--- src/design/fir25_pkg.sv ---
// ----------------------------------------------------------------------------
// fir25_pkg: shared types and constants of the 25-tap FIR filter
// Holds field widths, stream packing positions, control structs and the
// round/saturate function for the Q1.15 output.
// ----------------------------------------------------------------------------
package fir25_pkg;

    localparam int TAPS_DEFAULT = 25;

    localparam int SAMPLE_W = 16;
    localparam int TAP_IDX_W = 5;
    localparam int PROD_W = 2 * SAMPLE_W;
    localparam int ACC_W = 40;
    localparam int FRAC_BITS = 15;
    localparam int QUOT_W = ACC_W + 1 - FRAC_BITS;

    // s_tdata packing, lowest bit first
    localparam int SAMPLE_LSB = 0;
    localparam int TAP_IDX_LSB = SAMPLE_LSB + SAMPLE_W;
    localparam int TAP_WEIGHT_LSB = TAP_IDX_LSB + TAP_IDX_W;
    localparam int S_FIELDS_W = TAP_WEIGHT_LSB + SAMPLE_W;
    localparam int S_TDATA_W = ((S_FIELDS_W + 7) / 8) * 8;
    localparam int M_TDATA_W = SAMPLE_W;

    // kind codes carried on s_tuser
    localparam logic KIND_SAMPLE = 1'b0;
    localparam logic KIND_COEF = 1'b1;

    typedef struct packed {
        logic shift;   // push a new sample at the head
        logic rotate;  // advance the line by one tap for the MAC sweep
    } dl_ctrl_t;

    typedef struct packed {
        logic clear;   // zero the accumulator
        logic mul_en;  // load the product register
        logic acc_en;  // add the product into the accumulator
    } mac_ctrl_t;

    typedef struct packed {
        logic [SAMPLE_W-1:0] value;
        logic                clip;
    } rnd_result_t;

    // Round half up, floor shift by FRAC_BITS, saturate to SAMPLE_W bits.
    function automatic rnd_result_t round_sat(input logic signed [ACC_W-1:0] acc);
        logic signed [ACC_W:0]    sum;
        logic signed [QUOT_W-1:0] quot;
        logic signed [QUOT_W-1:0] max_v;
        logic signed [QUOT_W-1:0] min_v;
        rnd_result_t              res;
        sum = (ACC_W+1)'(acc) + (ACC_W+1)'(signed'(1 << (FRAC_BITS - 1)));
        quot = $signed(sum[ACC_W:FRAC_BITS]);
        max_v = QUOT_W'((1 << (SAMPLE_W - 1)) - 1);
        min_v = -QUOT_W'(1 << (SAMPLE_W - 1));
        if (quot > max_v) begin
            res.value = {1'b0, {(SAMPLE_W-1){1'b1}}};
            res.clip = 1'b1;
        end else if (quot < min_v) begin
            res.value = {1'b1, {(SAMPLE_W-1){1'b0}}};
            res.clip = 1'b1;
        end else begin
            res.value = quot[SAMPLE_W-1:0];
            res.clip = 1'b0;
        end
        return res;
    endfunction

endpackage

--- src/design/fir_filter_25_tap.sv ---
// ----------------------------------------------------------------------------
// fir_filter_25_tap: direct-form FIR filter, Q1.15, shared MAC
// Coefficient words load the tap weights; each sample word yields one
// rounded and saturated filter output.
// ----------------------------------------------------------------------------
//
// Channel  Dir  Ports                       Contents
// s_       in   s_tvalid s_tready s_tdata   tdata: sample_in, tap_index,
//                        s_tuser            tap_weight; tuser: kind
// m_       out  m_tvalid m_tready m_tdata   tdata: filtered_out;
//                        m_tuser            tuser: clipped
//
// Sequence: a coefficient word is written on acceptance. A sample word runs
//   a sweep of TAPS passes through the single multiply-accumulate unit, then
//   empties its pipeline (coefficient read register, product register) and
//   loads the output; s_tready stays low until the sweep ends, so no new word
//   is taken while a sample is still being filtered.
// Reset: aresetn, synchronous, active low; clears the sequencer, the delay
//   line and the coefficient valid bits, so all taps read as zero.
// Stalls: a result word waits in the output register; the next word is still
//   accepted. The sweep holds before loading the output until it is free.
// ----------------------------------------------------------------------------
module fir_filter_25_tap #(
    parameter int TAPS = fir25_pkg::TAPS_DEFAULT
) (
    input  logic                            aclk,
    input  logic                            aresetn,
    input  logic                            s_tvalid,
    output logic                            s_tready,
    // [15:0] sample_in, [20:16] tap_index, [36:21] tap_weight, [39:37] zero
    input  logic [fir25_pkg::S_TDATA_W-1:0] s_tdata,
    // [0] kind
    input  logic                            s_tuser,
    output logic                            m_tvalid,
    input  logic                            m_tready,
    // [15:0] filtered_out
    output logic [fir25_pkg::M_TDATA_W-1:0] m_tdata,
    // [0] clipped
    output logic                            m_tuser
);

    localparam int AW = (TAPS > 1) ? $clog2(TAPS) : 1;
    localparam int IDX_CMP_W = 10;

    typedef enum logic [3:0] {
        ST_IDLE  = 4'b0001,
        ST_RUN   = 4'b0010,
        ST_DRAIN = 4'b0100,
        ST_FIN   = 4'b1000
    } state_t;

    state_t state_reg, state_next;
    logic [AW-1:0] cnt_reg, cnt_next;
    logic          v1_reg;   // coefficient and sample registers hold a pair
    logic          v2_reg;   // product register holds a product

    logic                             s_accept;
    logic                             sample_accept;
    logic                             coef_accept;
    logic                             coef_in_range;
    logic [fir25_pkg::SAMPLE_W-1:0]   sample_in;
    logic [fir25_pkg::TAP_IDX_W-1:0]  tap_index;
    logic [fir25_pkg::SAMPLE_W-1:0]   tap_weight;
    logic                             last_tap;
    logic                             out_free;
    logic                             out_load;

    logic [fir25_pkg::SAMPLE_W-1:0]   weight_q;
    logic [fir25_pkg::SAMPLE_W-1:0]   sample_q;
    fir25_pkg::dl_ctrl_t              dl_ctrl;
    fir25_pkg::mac_ctrl_t             mac_ctrl;
    fir25_pkg::rnd_result_t           mac_result;

    logic                             m_tvalid_reg;
    logic [fir25_pkg::M_TDATA_W-1:0]  m_tdata_reg;
    logic                             m_tuser_reg;

    // unpack the input word
    assign sample_in = s_tdata[fir25_pkg::SAMPLE_LSB +: fir25_pkg::SAMPLE_W];
    assign tap_index = s_tdata[fir25_pkg::TAP_IDX_LSB +: fir25_pkg::TAP_IDX_W];
    assign tap_weight = s_tdata[fir25_pkg::TAP_WEIGHT_LSB +: fir25_pkg::SAMPLE_W];

    // take words only between sweeps
    assign s_tready = (state_reg == ST_IDLE);
    assign s_accept = s_tvalid && s_tready;
    assign sample_accept = s_accept && (s_tuser == fir25_pkg::KIND_SAMPLE);
    assign coef_accept = s_accept && (s_tuser == fir25_pkg::KIND_COEF);

    // drop coefficient writes beyond the last tap
    assign coef_in_range = IDX_CMP_W'(tap_index) < IDX_CMP_W'(TAPS);

    assign last_tap = (cnt_reg == AW'(TAPS - 1));
    assign out_free = !m_tvalid_reg || m_tready;
    assign out_load = (state_reg == ST_FIN) && out_free;

    // ------------------------------------------------------------------
    // Sequencer: RUN issues one tap per cycle, DRAIN empties the MAC
    // pipeline, FIN waits for a free output register.
    // ------------------------------------------------------------------
    always_comb begin
        state_next = state_reg;
        cnt_next = cnt_reg;
        unique case (state_reg)
            ST_IDLE: begin
                cnt_next = '0;
                if (sample_accept) begin
                    state_next = ST_RUN;
                end
            end
            ST_RUN: begin
                if (last_tap) begin
                    state_next = ST_DRAIN;
                end else begin
                    cnt_next = cnt_reg + AW'(1);
                end
            end
            ST_DRAIN: begin
                // last product enters the accumulator at this edge
                if (v2_reg && !v1_reg) begin
                    state_next = ST_FIN;
                end
            end
            ST_FIN: begin
                if (out_free) begin
                    state_next = ST_IDLE;
                end
            end
            default: begin
                state_next = ST_IDLE;
            end
        endcase
    end

    always_ff @(posedge aclk) begin
        if (!aresetn) begin
            state_reg <= ST_IDLE;
            cnt_reg <= '0;
            v1_reg <= 1'b0;
            v2_reg <= 1'b0;
        end else begin
            state_reg <= state_next;
            cnt_reg <= cnt_next;
            v1_reg <= (state_reg == ST_RUN);
            v2_reg <= v1_reg;
        end
    end

    // ------------------------------------------------------------------
    // Datapath
    // ------------------------------------------------------------------
    assign dl_ctrl.shift = sample_accept;
    assign dl_ctrl.rotate = (state_reg == ST_RUN);

    assign mac_ctrl.clear = sample_accept;
    assign mac_ctrl.mul_en = v1_reg;
    assign mac_ctrl.acc_en = v2_reg;

    fir25_coef_mem #(
        .TAPS (TAPS),
        .AW   (AW)
    ) u_coef_mem (
        .aclk    (aclk),
        .aresetn (aresetn),
        .wr_en   (coef_accept && coef_in_range),
        .wr_addr (AW'(tap_index)),
        .wr_data (tap_weight),
        .rd_addr (cnt_reg),
        .rd_data (weight_q)
    );

    fir25_delay_line #(
        .TAPS (TAPS)
    ) u_delay_line (
        .aclk    (aclk),
        .aresetn (aresetn),
        .ctrl    (dl_ctrl),
        .sample  (sample_in),
        .head    (sample_q)
    );

    fir25_mac u_mac (
        .aclk   (aclk),
        .ctrl   (mac_ctrl),
        .weight (weight_q),
        .sample (sample_q),
        .result (mac_result)
    );

    // ------------------------------------------------------------------
    // Output register: hold the word until the sink takes it
    // ------------------------------------------------------------------
    always_ff @(posedge aclk) begin
        if (!aresetn) begin
            m_tvalid_reg <= 1'b0;
        end else if (out_load) begin
            m_tvalid_reg <= 1'b1;
        end else if (m_tready) begin
            m_tvalid_reg <= 1'b0;
        end
    end

    always_ff @(posedge aclk) begin
        if (out_load) begin
            m_tdata_reg <= mac_result.value;
            m_tuser_reg <= mac_result.clip;
        end
    end

    assign m_tvalid = m_tvalid_reg;
    assign m_tdata = m_tdata_reg;
    assign m_tuser = m_tuser_reg;

    // ------------------------------------------------------------------
    // Assertions
    // ------------------------------------------------------------------
    a_pipe_empty_idle: assert property (@(posedge aclk) disable iff (!aresetn)
        (state_reg == ST_IDLE) |-> (!v1_reg && !v2_reg))
        else $error("MAC pipeline busy while idle");

    a_cnt_range: assert property (@(posedge aclk) disable iff (!aresetn)
        (cnt_reg <= AW'(TAPS - 1)))
        else $error("tap counter out of range");

    a_out_load: assert property (@(posedge aclk) disable iff (!aresetn)
        out_load |=> m_tvalid)
        else $error("result not presented after load");

    a_coef_no_result: assert property (@(posedge aclk) disable iff (!aresetn)
        coef_accept |=> !$rose(m_tvalid))
        else $error("coefficient word produced a result");

endmodule

--- src/design/fir25_coef_mem.sv ---
// ----------------------------------------------------------------------------
// fir25_coef_mem: coefficient store
// One write port, one registered read port; per-entry valid bits make
// never-written taps read as zero after reset.
// ----------------------------------------------------------------------------
module fir25_coef_mem #(
    parameter int TAPS = fir25_pkg::TAPS_DEFAULT,
    parameter int AW = (TAPS > 1) ? $clog2(TAPS) : 1
) (
    input  logic                          aclk,
    input  logic                          aresetn,
    input  logic                          wr_en,
    input  logic [AW-1:0]                 wr_addr,
    input  logic [fir25_pkg::SAMPLE_W-1:0] wr_data,
    input  logic [AW-1:0]                 rd_addr,
    output logic [fir25_pkg::SAMPLE_W-1:0] rd_data
);

    logic [fir25_pkg::SAMPLE_W-1:0] mem [TAPS];
    logic [TAPS-1:0]                valid_reg;
    logic [fir25_pkg::SAMPLE_W-1:0] rd_data_reg;
    logic                           rd_valid_reg;

    always_ff @(posedge aclk) begin
        if (wr_en) begin
            mem[wr_addr] <= wr_data;
        end
        rd_data_reg <= mem[rd_addr];
    end

    always_ff @(posedge aclk) begin
        if (!aresetn) begin
            valid_reg <= '0;
            rd_valid_reg <= 1'b0;
        end else begin
            if (wr_en) begin
                valid_reg[wr_addr] <= 1'b1;
            end
            rd_valid_reg <= valid_reg[rd_addr];
        end
    end

    assign rd_data = rd_valid_reg ? rd_data_reg : '0;

endmodule

--- src/design/fir25_delay_line.sv ---
// ----------------------------------------------------------------------------
// fir25_delay_line: sample history
// Shift line of TAPS samples, newest at tap 0. During a sweep it rotates
// once per cycle so tap 0 presents x[n-k]; TAPS rotations bring it home.
// ----------------------------------------------------------------------------
module fir25_delay_line #(
    parameter int TAPS = fir25_pkg::TAPS_DEFAULT
) (
    input  logic                          aclk,
    input  logic                          aresetn,
    input  fir25_pkg::dl_ctrl_t           ctrl,
    input  logic [fir25_pkg::SAMPLE_W-1:0] sample,
    output logic [fir25_pkg::SAMPLE_W-1:0] head
);

    logic [fir25_pkg::SAMPLE_W-1:0] tap_reg [TAPS];
    logic [fir25_pkg::SAMPLE_W-1:0] tap_next [TAPS];
    logic [fir25_pkg::SAMPLE_W-1:0] head_reg;

    always_comb begin
        for (int i = 0; i < TAPS; i++) begin
            tap_next[i] = tap_reg[i];
            if (ctrl.shift) begin
                tap_next[i] = (i == 0) ? sample : tap_reg[(i + TAPS - 1) % TAPS];
            end else if (ctrl.rotate) begin
                tap_next[i] = tap_reg[(i + 1) % TAPS];
            end
        end
    end

    always_ff @(posedge aclk) begin
        if (!aresetn) begin
            for (int i = 0; i < TAPS; i++) begin
                tap_reg[i] <= '0;
            end
        end else begin
            for (int i = 0; i < TAPS; i++) begin
                tap_reg[i] <= tap_next[i];
            end
        end
    end

    // register the head so it lines up with the coefficient read data
    always_ff @(posedge aclk) begin
        if (ctrl.rotate) begin
            head_reg <= tap_reg[0];
        end
    end

    assign head = head_reg;

endmodule

--- src/design/fir25_mac.sv ---
// ----------------------------------------------------------------------------
// fir25_mac: shared multiply-accumulate unit
// One 16x16 signed multiplier with a product register, a 40-bit
// accumulator, and round/saturate of the final sum.
// ----------------------------------------------------------------------------
module fir25_mac (
    input  logic                          aclk,
    input  fir25_pkg::mac_ctrl_t          ctrl,
    input  logic [fir25_pkg::SAMPLE_W-1:0] weight,
    input  logic [fir25_pkg::SAMPLE_W-1:0] sample,
    output fir25_pkg::rnd_result_t        result
);

    logic signed [fir25_pkg::PROD_W-1:0] prod_reg;
    logic signed [fir25_pkg::ACC_W-1:0]  acc_reg;
    logic signed [fir25_pkg::ACC_W-1:0]  acc_next;

    always_ff @(posedge aclk) begin
        if (ctrl.mul_en) begin
            prod_reg <= $signed(weight) * $signed(sample);
        end
    end

    always_comb begin
        acc_next = acc_reg;
        if (ctrl.clear) begin
            acc_next = '0;
        end else if (ctrl.acc_en) begin
            acc_next = acc_reg + fir25_pkg::ACC_W'(prod_reg);
        end
    end

    always_ff @(posedge aclk) begin
        acc_reg <= acc_next;
    end

    assign result = fir25_pkg::round_sat(acc_reg);

endmodule
--- config.mk ---
export PLATFORM = sky130hd
export DESIGN_NAME = fir_filter_25_tap
export DESIGN_NICKNAME = d
export VERILOG_FILES = /design/src/design/fir25_pkg.sv /design/src/design/fir_filter_25_tap.sv /design/src/design/fir25_coef_mem.sv /design/src/design/fir25_delay_line.sv /design/src/design/fir25_mac.sv
export SDC_FILE = /design/constraint.sdc
export NUM_CORES = 2
export LEC_CHECK = 0
export CAP_MARGIN = 20
export CELL_PAD_IN_SITES_DETAIL_PLACEMENT = 0
export CELL_PAD_IN_SITES_GLOBAL_PLACEMENT = 2
export CORE_ASPECT_RATIO = 1.2
export CORE_MARGIN = 4
export CORE_UTILIZATION = 40
export DETAILED_ROUTE_END_ITERATION = 6
export DONT_BUFFER_PORTS = 1
export PLACE_DENSITY = 0.84
export SYNTH_ARGS = -nofsm -noshare
export SYNTH_HDL_FRONTEND = slang
export SYNTH_SLANG_ARGS = --single-unit
--- constraint.sdc ---
create_clock -name aclk -period 6.3 [get_ports aclk]
set_input_delay 0.315 -clock aclk [delete_from_list [all_inputs] [get_ports aclk]]
set_output_delay 0.315 -clock aclk [all_outputs]
set_load 0.05 [all_outputs]
# == Word level (Yosys, flattened, before mapping) ==
# Memory sizes are Yosys's and may differ from the RTL's. A register that Yosys moved wholly into a read port is not among the register bits.
# Cells that the tools add are included.
# op_classes
add_sub_neg,3
mul,1
magnitude_cmp,6
eq_ne,10
mux,94
bitwise_logic,27
n_reduce_logical,14
# ops
operator,count
$mux W16,76
$add A40 B16 Y41 const B,1
$add A40 B32 Y40,1
$mul A16 B16 Y32,1
$gt A26 B16 Y1 const B,1
$lt A26 B16 Y1 const B,1
$or A1 B1 Y1,25
$or A25 B25 Y25,1
$mux W17,1
$mux W4,4
$pmux W4 S4,1
$lt A5 B6 Y1 const B,2
$pmux W5 S2,1
$mux W1,8
$ne A2 B2 Y1 const B,4
$logic_and A1 B1 Y1,7
$add A5 B1 Y5 const B,1
$bmux W1 S5,1
$demux W1 S5,1
$eq A5 B5 Y1 const B,1
$ge A5 B1 Y1 const B,1
$lt A5 B5 Y1 const B,1
$mux W5,1
$eq A4 B1 Y1 const B,1
10 further kinds,12
# totals
reg_bits,143
ram_bits,800
output_inout_bits,19
n_memories,2
# memory_table
name,words,width,rd,rd_clocked_by_memory_dff,wr,line_no,rtl
u_coef_mem.mem,25,16,1,1,1,fir25_coef_mem.sv:19,logic [fir25_pkg::SAMPLE_W-1:0] mem [TAPS];
u_delay_line.tap_reg,25,16,25,0,25,fir25_delay_line.sv:16,logic [fir25_pkg::SAMPLE_W-1:0] tap_reg [TAPS];

# == Depth between registers and ports, before layout ==
# logic_depth
word_depth,6
depth_mapped,26

# == Modules after synthesis ==
# From an unflattened synthesis, not the netlist that was laid out.
# unflattened
hier_cells,4438
area_unflattened_um2,55868.6
# by_module_without_submodules
module,n_inst,cells_per_inst,area_per_inst_um2,seq_area_each_um2
fir25_delay_line,1,1794,22622.9,8488.1
fir25_coef_mem,1,883,17133.9,12852.3
fir25_mac,1,1672,14994.4,1761.7
fir_filter_25_tap,1,89,1117.3,750.7

# == Worst setup path after synthesis ==
# OpenSTA, ideal clock, no wires.
# synth_timing
path_kind,reg-to-reg
start,register u_coef_mem.rd_valid_reg
end,register u_mac.prod_reg[28] (netlist bit) (data pin)
setup_time_ns,0.258
arrival_time_ns,6.321
required_ns,6.042
path_slack_ns,-0.279
path_stages_with_launch,24
synth_period_minus_slack_ns,6.579
cell_sequence,dfxtp_1 -> clkbuf_1 -> and2_1 -> clkbuf_1 -> nand2_1 -> fa_1 -> fa_1 -> fa_1 -> fa_1 -> inv_1 -> fa_1 -> inv_1 -> fa_1 -> inv_1 -> ha_1 -> a21o_1 -> a21oi_1 -> o221ai_2 -> a31oi_1 -> a21oi_1 -> a221o_2 -> or3_1 -> a31oi_1 -> xnor2_1
# synth_between
elab_chain_len,2
# synth_lines
item,line_no,rtl
from (decl),fir25_coef_mem.sv:22,logic rd_valid_reg;
from (signal assigned),fir25_coef_mem.sv:39,rd_valid_reg <= valid_reg[rd_addr];
$mux W16,fir25_coef_mem.sv:43,assign rd_data = rd_valid_reg ? rd_data_reg : '0;
$mul A16 B16 Y32,fir25_mac.sv:20,prod_reg <= $signed(weight) * $signed(sample);
to (signal assigned),fir25_mac.sv:20,
to (decl),fir25_mac.sv:14,logic signed [fir25_pkg::PROD_W-1:0] prod_reg;
# Every way passes these cells.
# A chain may end at the register's enable or synchronous reset.

# == Worst setup path after layout ==
# layout_timing
start,register u_coef_mem.rd_valid_reg
end,register u_mac.prod_reg[23] (netlist bit) (data pin)
# The elaborated chain is that of the path after synthesis.

==> results.sh <==
export IMPL_synth_seq_cells=959
export IMPL_hold_viol=0
export IMPL_leakage_nw=21.2
export IMPL_hold_class="input port to register"
export IMPL_drv_cap=0
export IMPL_drtIter0Drc=2720
export IMPL_yosysSeqAreaShare_pct=48.3
export IMPL_clock_power_share_pct=43.9
export IMPL_core_area_sq_um=123000
export IMPL_synthCells=4342
export IMPL_setup_viol=5
export IMPL_drc_errors=0
export IMPL_ir_drop_uv=226
export IMPL_antenna_found_initial=4
export IMPL_critPathKind="register to register"
export IMPL_syn_to_final_growth_pct=14.3
export IMPL_synth_top_cell_area_share_pct=28.3
export IMPL_ys_warn_count=0
export IMPL_cp_required_ns=6.75
export IMPL_track_usage_pct=17.7
export IMPL_crit_path_max_fanout=6
export IMPL_die_x_um=329
export IMPL_grt_pass1_wl_um=184000
export IMPL_die_h_um=393
export IMPL_switching_share_pct=22.7
export IMPL_status="complete, but fails checks"
export IMPL_cp_start_kind="register"
export IMPL_wl_per_cell_um=18.8
export IMPL_nets=4849
export IMPL_grt_pass1_vias=32900
export IMPL_violations="setup timing"
export IMPL_firstDrtPassIters=5
export IMPL_fin_cells=6136
export IMPL_skew_ns=0.0362
export IMPL_end_kind="register"
export IMPL_cts_root_buf="clkbuf_16"
export IMPL_yosysTopAreaCell="edfxtp_1"
export IMPL_utilization_pct=45.9
export IMPL_syn_nets=4774
export IMPL_period_needed_ns=6.39
export IMPL_finalCritPeriodShare_pct=101
export IMPL_p_per_area_nw_per_um2=228
export IMPL_ys_types=72
export IMPL_grt_ovfl_total=0
export IMPL_cts_max_path_buffers=3
export IMPL_max_freq_mhz=157
export IMPL_clk_pin_slew_ns=0.06
export IMPL_io_buffers=0
export IMPL_synth_common_cells="nand2_1 (641), dfxtp_1 (494), edfxtp_1 (465)"
export IMPL_p_int_w=0.00997
export IMPL_grt_max_degree=436
export IMPL_cts_made_buffers=97
export IMPL_tns_ns=-0.267
export IMPL_slew_headroom_pct=32.1
export IMPL_avgViaCountPerCell=5.33
export IMPL_syn_avg_cell_area_sq_um=11.4
export IMPL_place_gp_congestion=0.874
export IMPL_syn_area_sq_um=49400
export IMPL_placementRows=141
export IMPL_rsz0062_at_grt="yes"
export IMPL_vias=32700
export IMPL_ys_async_sr_fraction_pct=0
export IMPL_ioPinCount=64
export IMPL_clock_sinks=959
export IMPL_synth_most_common_cell="nand2_1"
export IMPL_ant_nets=0
export IMPL_die_area_sq_um=129000
export IMPL_power_switching_w=0.00292
export IMPL_start_util_pct=40.2
export IMPL_h_tree_depth=3
export IMPL_crit_arrival_ns=6.84
export IMPL_power_frac_comb_pct=4.6
export IMPL_clock_latency_ns=0.73
export IMPL_cts_tree="done"
export IMPL_drive_gt1_share_pct=14.0
export IMPL_synth_edff_count=465
export IMPL_nFillCells=11200
export IMPL_synth_top_cells_by_area="edfxtp_1 (28%), dfxtp_1 (20%), fa_1 (11%)"
export IMPL_dp_hpwl_um=72600
export IMPL_final_max_slew_violation_count=0
export IMPL_setup_ws_ns=-0.0878
export IMPL_seqPwrFrac_pct=51.5
export IMPL_drt_wl_total_um=115000
export IMPL_dp_cells=5905
export IMPL_tightest_slew_ns=1.02
export IMPL_ys_flop_type="dfxtp_1"
==> kinds of logic (layout without fill, tap and decap cells) <==
family,after synthesis,in the layout,synth area share [%]
AOI/OAI and AO/OA,1035,1035,15.4
xor gates and xnor gates,90,90,1.60
adders and majority gates,387,387,13.8
buffers and inverters,616,765,4.70
DFF,959,959,48.3
muxes,174,174,6.58
other,0,1,0
and+or+nand+nor,1081,1081,9.67
==> area by class of cell <==
cell class	instances	area, sq um	area share [%]
antenna	1	2.50	0.00443
clock buffer	141	2730	4.84
clock inverter	32	388	0.687
inverter	321	1210	2.15
multi-input combinational	2767	23700	42.1
sequential	959	23900	42.3
tap	1644	2060	3.64
timing repair buffer	271	2440	4.33
==> stage by stage <==
| stage | cell area (sq um) | worst slack (ns) | hold slack, ns | power, W |
|---|---|---|---|---|
| 3_3_place_gp | 52200 | -0.376 | 0.415 | 0.00727 |
| 4_1_cts | 56100 | -0.0926 | 0.0393 | 0.0131 |
| 2_1_floorplan | 49500 | 0.00220 | 0.414 | 0.00716 |
| 3_5_place_dp | 52200 | -0.404 | 0.415 | 0.00728 |
| 5_1_grt | 56500 | -0.320 | 0.0930 | 0.0134 |
| 6_report | 56500 | -0.0878 | 0.0919 | 0.0129 |
==> routing by layer <==
layer / track usage, % / vias to the layer above / wire (um) / part of all wire [%]
li1: - / 15600 / - / -
met1: 23.0 / 16300 / 50000 / 43
met2: 30.7 / 610 / 57600 / 50
met3: 2.77 / 178 / 4820 / 4.2
met4: 5.25 / 4 / 2920 / 2.5
met5: 0 / - / 14 / 0.012
==> path summary, 6_finish.rpt <==
kind	slack, ns	to	cells past startpoint	start
setup / recovery	-0.09	u_mac.prod_reg[23]$_DFFE_PP_	26	u_coef_mem.rd_valid_reg$_SDFF_PN0_
setup reg to reg	-0.09	u_mac.prod_reg[23]$_DFFE_PP_	26	u_coef_mem.rd_valid_reg$_SDFF_PN0_
hold reg to reg	0.46	u_coef_mem.valid_reg[14]$_SDFFE_PN0P_	1	u_coef_mem.valid_reg[14]$_SDFFE_PN0P_
hold / removal	0.09	u_delay_line.tap_reg[0][31]$_SDFFE_PN0P_	2	aresetn
==> cell usage in the layout, fill, tap and decap left out, types with 66 or more instances in the layout <==
| master | instances |
|---|---|
| mux4_2 | 119 |
| dfxtp_1 | 487 |
| a22oi_1 | 355 |
| ha_1 | 112 |
| edfxtp_1 | 465 |
| fa_1 | 246 |
| clkbuf_16 | 100 |
| inv_1 | 304 |
| o21ai_0 | 66 |
| buf_4 | 201 |
| a21boi_0 | 357 |
| nand3_1 | 74 |
| nand2_1 | 631 |
| and3_1 | 125 |
| nor2_1 | 124 |
==> worst max-delay path, cell delays in order (launching register included) <==
cell	delay [ns]
dfxtp_4	0.43
buf_6	0.14
buf_6	0.09
and2_4	0.16
buf_6	0.12
nand2_4	0.05
fa_1	0.52
inv_2	0.06
fa_2	0.49
fa_2	0.59
fa_2	0.44
fa_1	0.48
inv_1	0.05
fa_1	0.51
inv_2	0.05
ha_4	0.16
a211oi_4	0.24
nand3b_1	0.12
buf_4	0.15
o311ai_4	0.36
buf_4	0.19
o21ai_2	0.06
a21o_1	0.19
a21oi_2	0.15
o21bai_1	0.09
a21oi_1	0.17
xnor2_1	0.08
==> power by group through the flow <==
stage | Sequential, W | Combinational, W | Clock [W]
final | 0.00665 | 0.000594 | 0.00566
after global routing | 0.00665 | 0.000660 | 0.00608
after CTS | 0.00665 | 0.000599 | 0.00584
after detailed placement | 0.00678 | 0.000493 | 0
after global placement | 0.00678 | 0.000490 | 0
after floorplan | 0.00676 | 0.000401 | 0
==> repair_timing <==
item,CTS,global route
gates cloned,1,1
endpoints found under the setup margin,10,10
hold endpoints to repair,848,0
setup buffers,11,8
pin swaps,45,69
hold buffers,36,0
gates resized for setup,71,65
(Power assumes the default switching activity.)
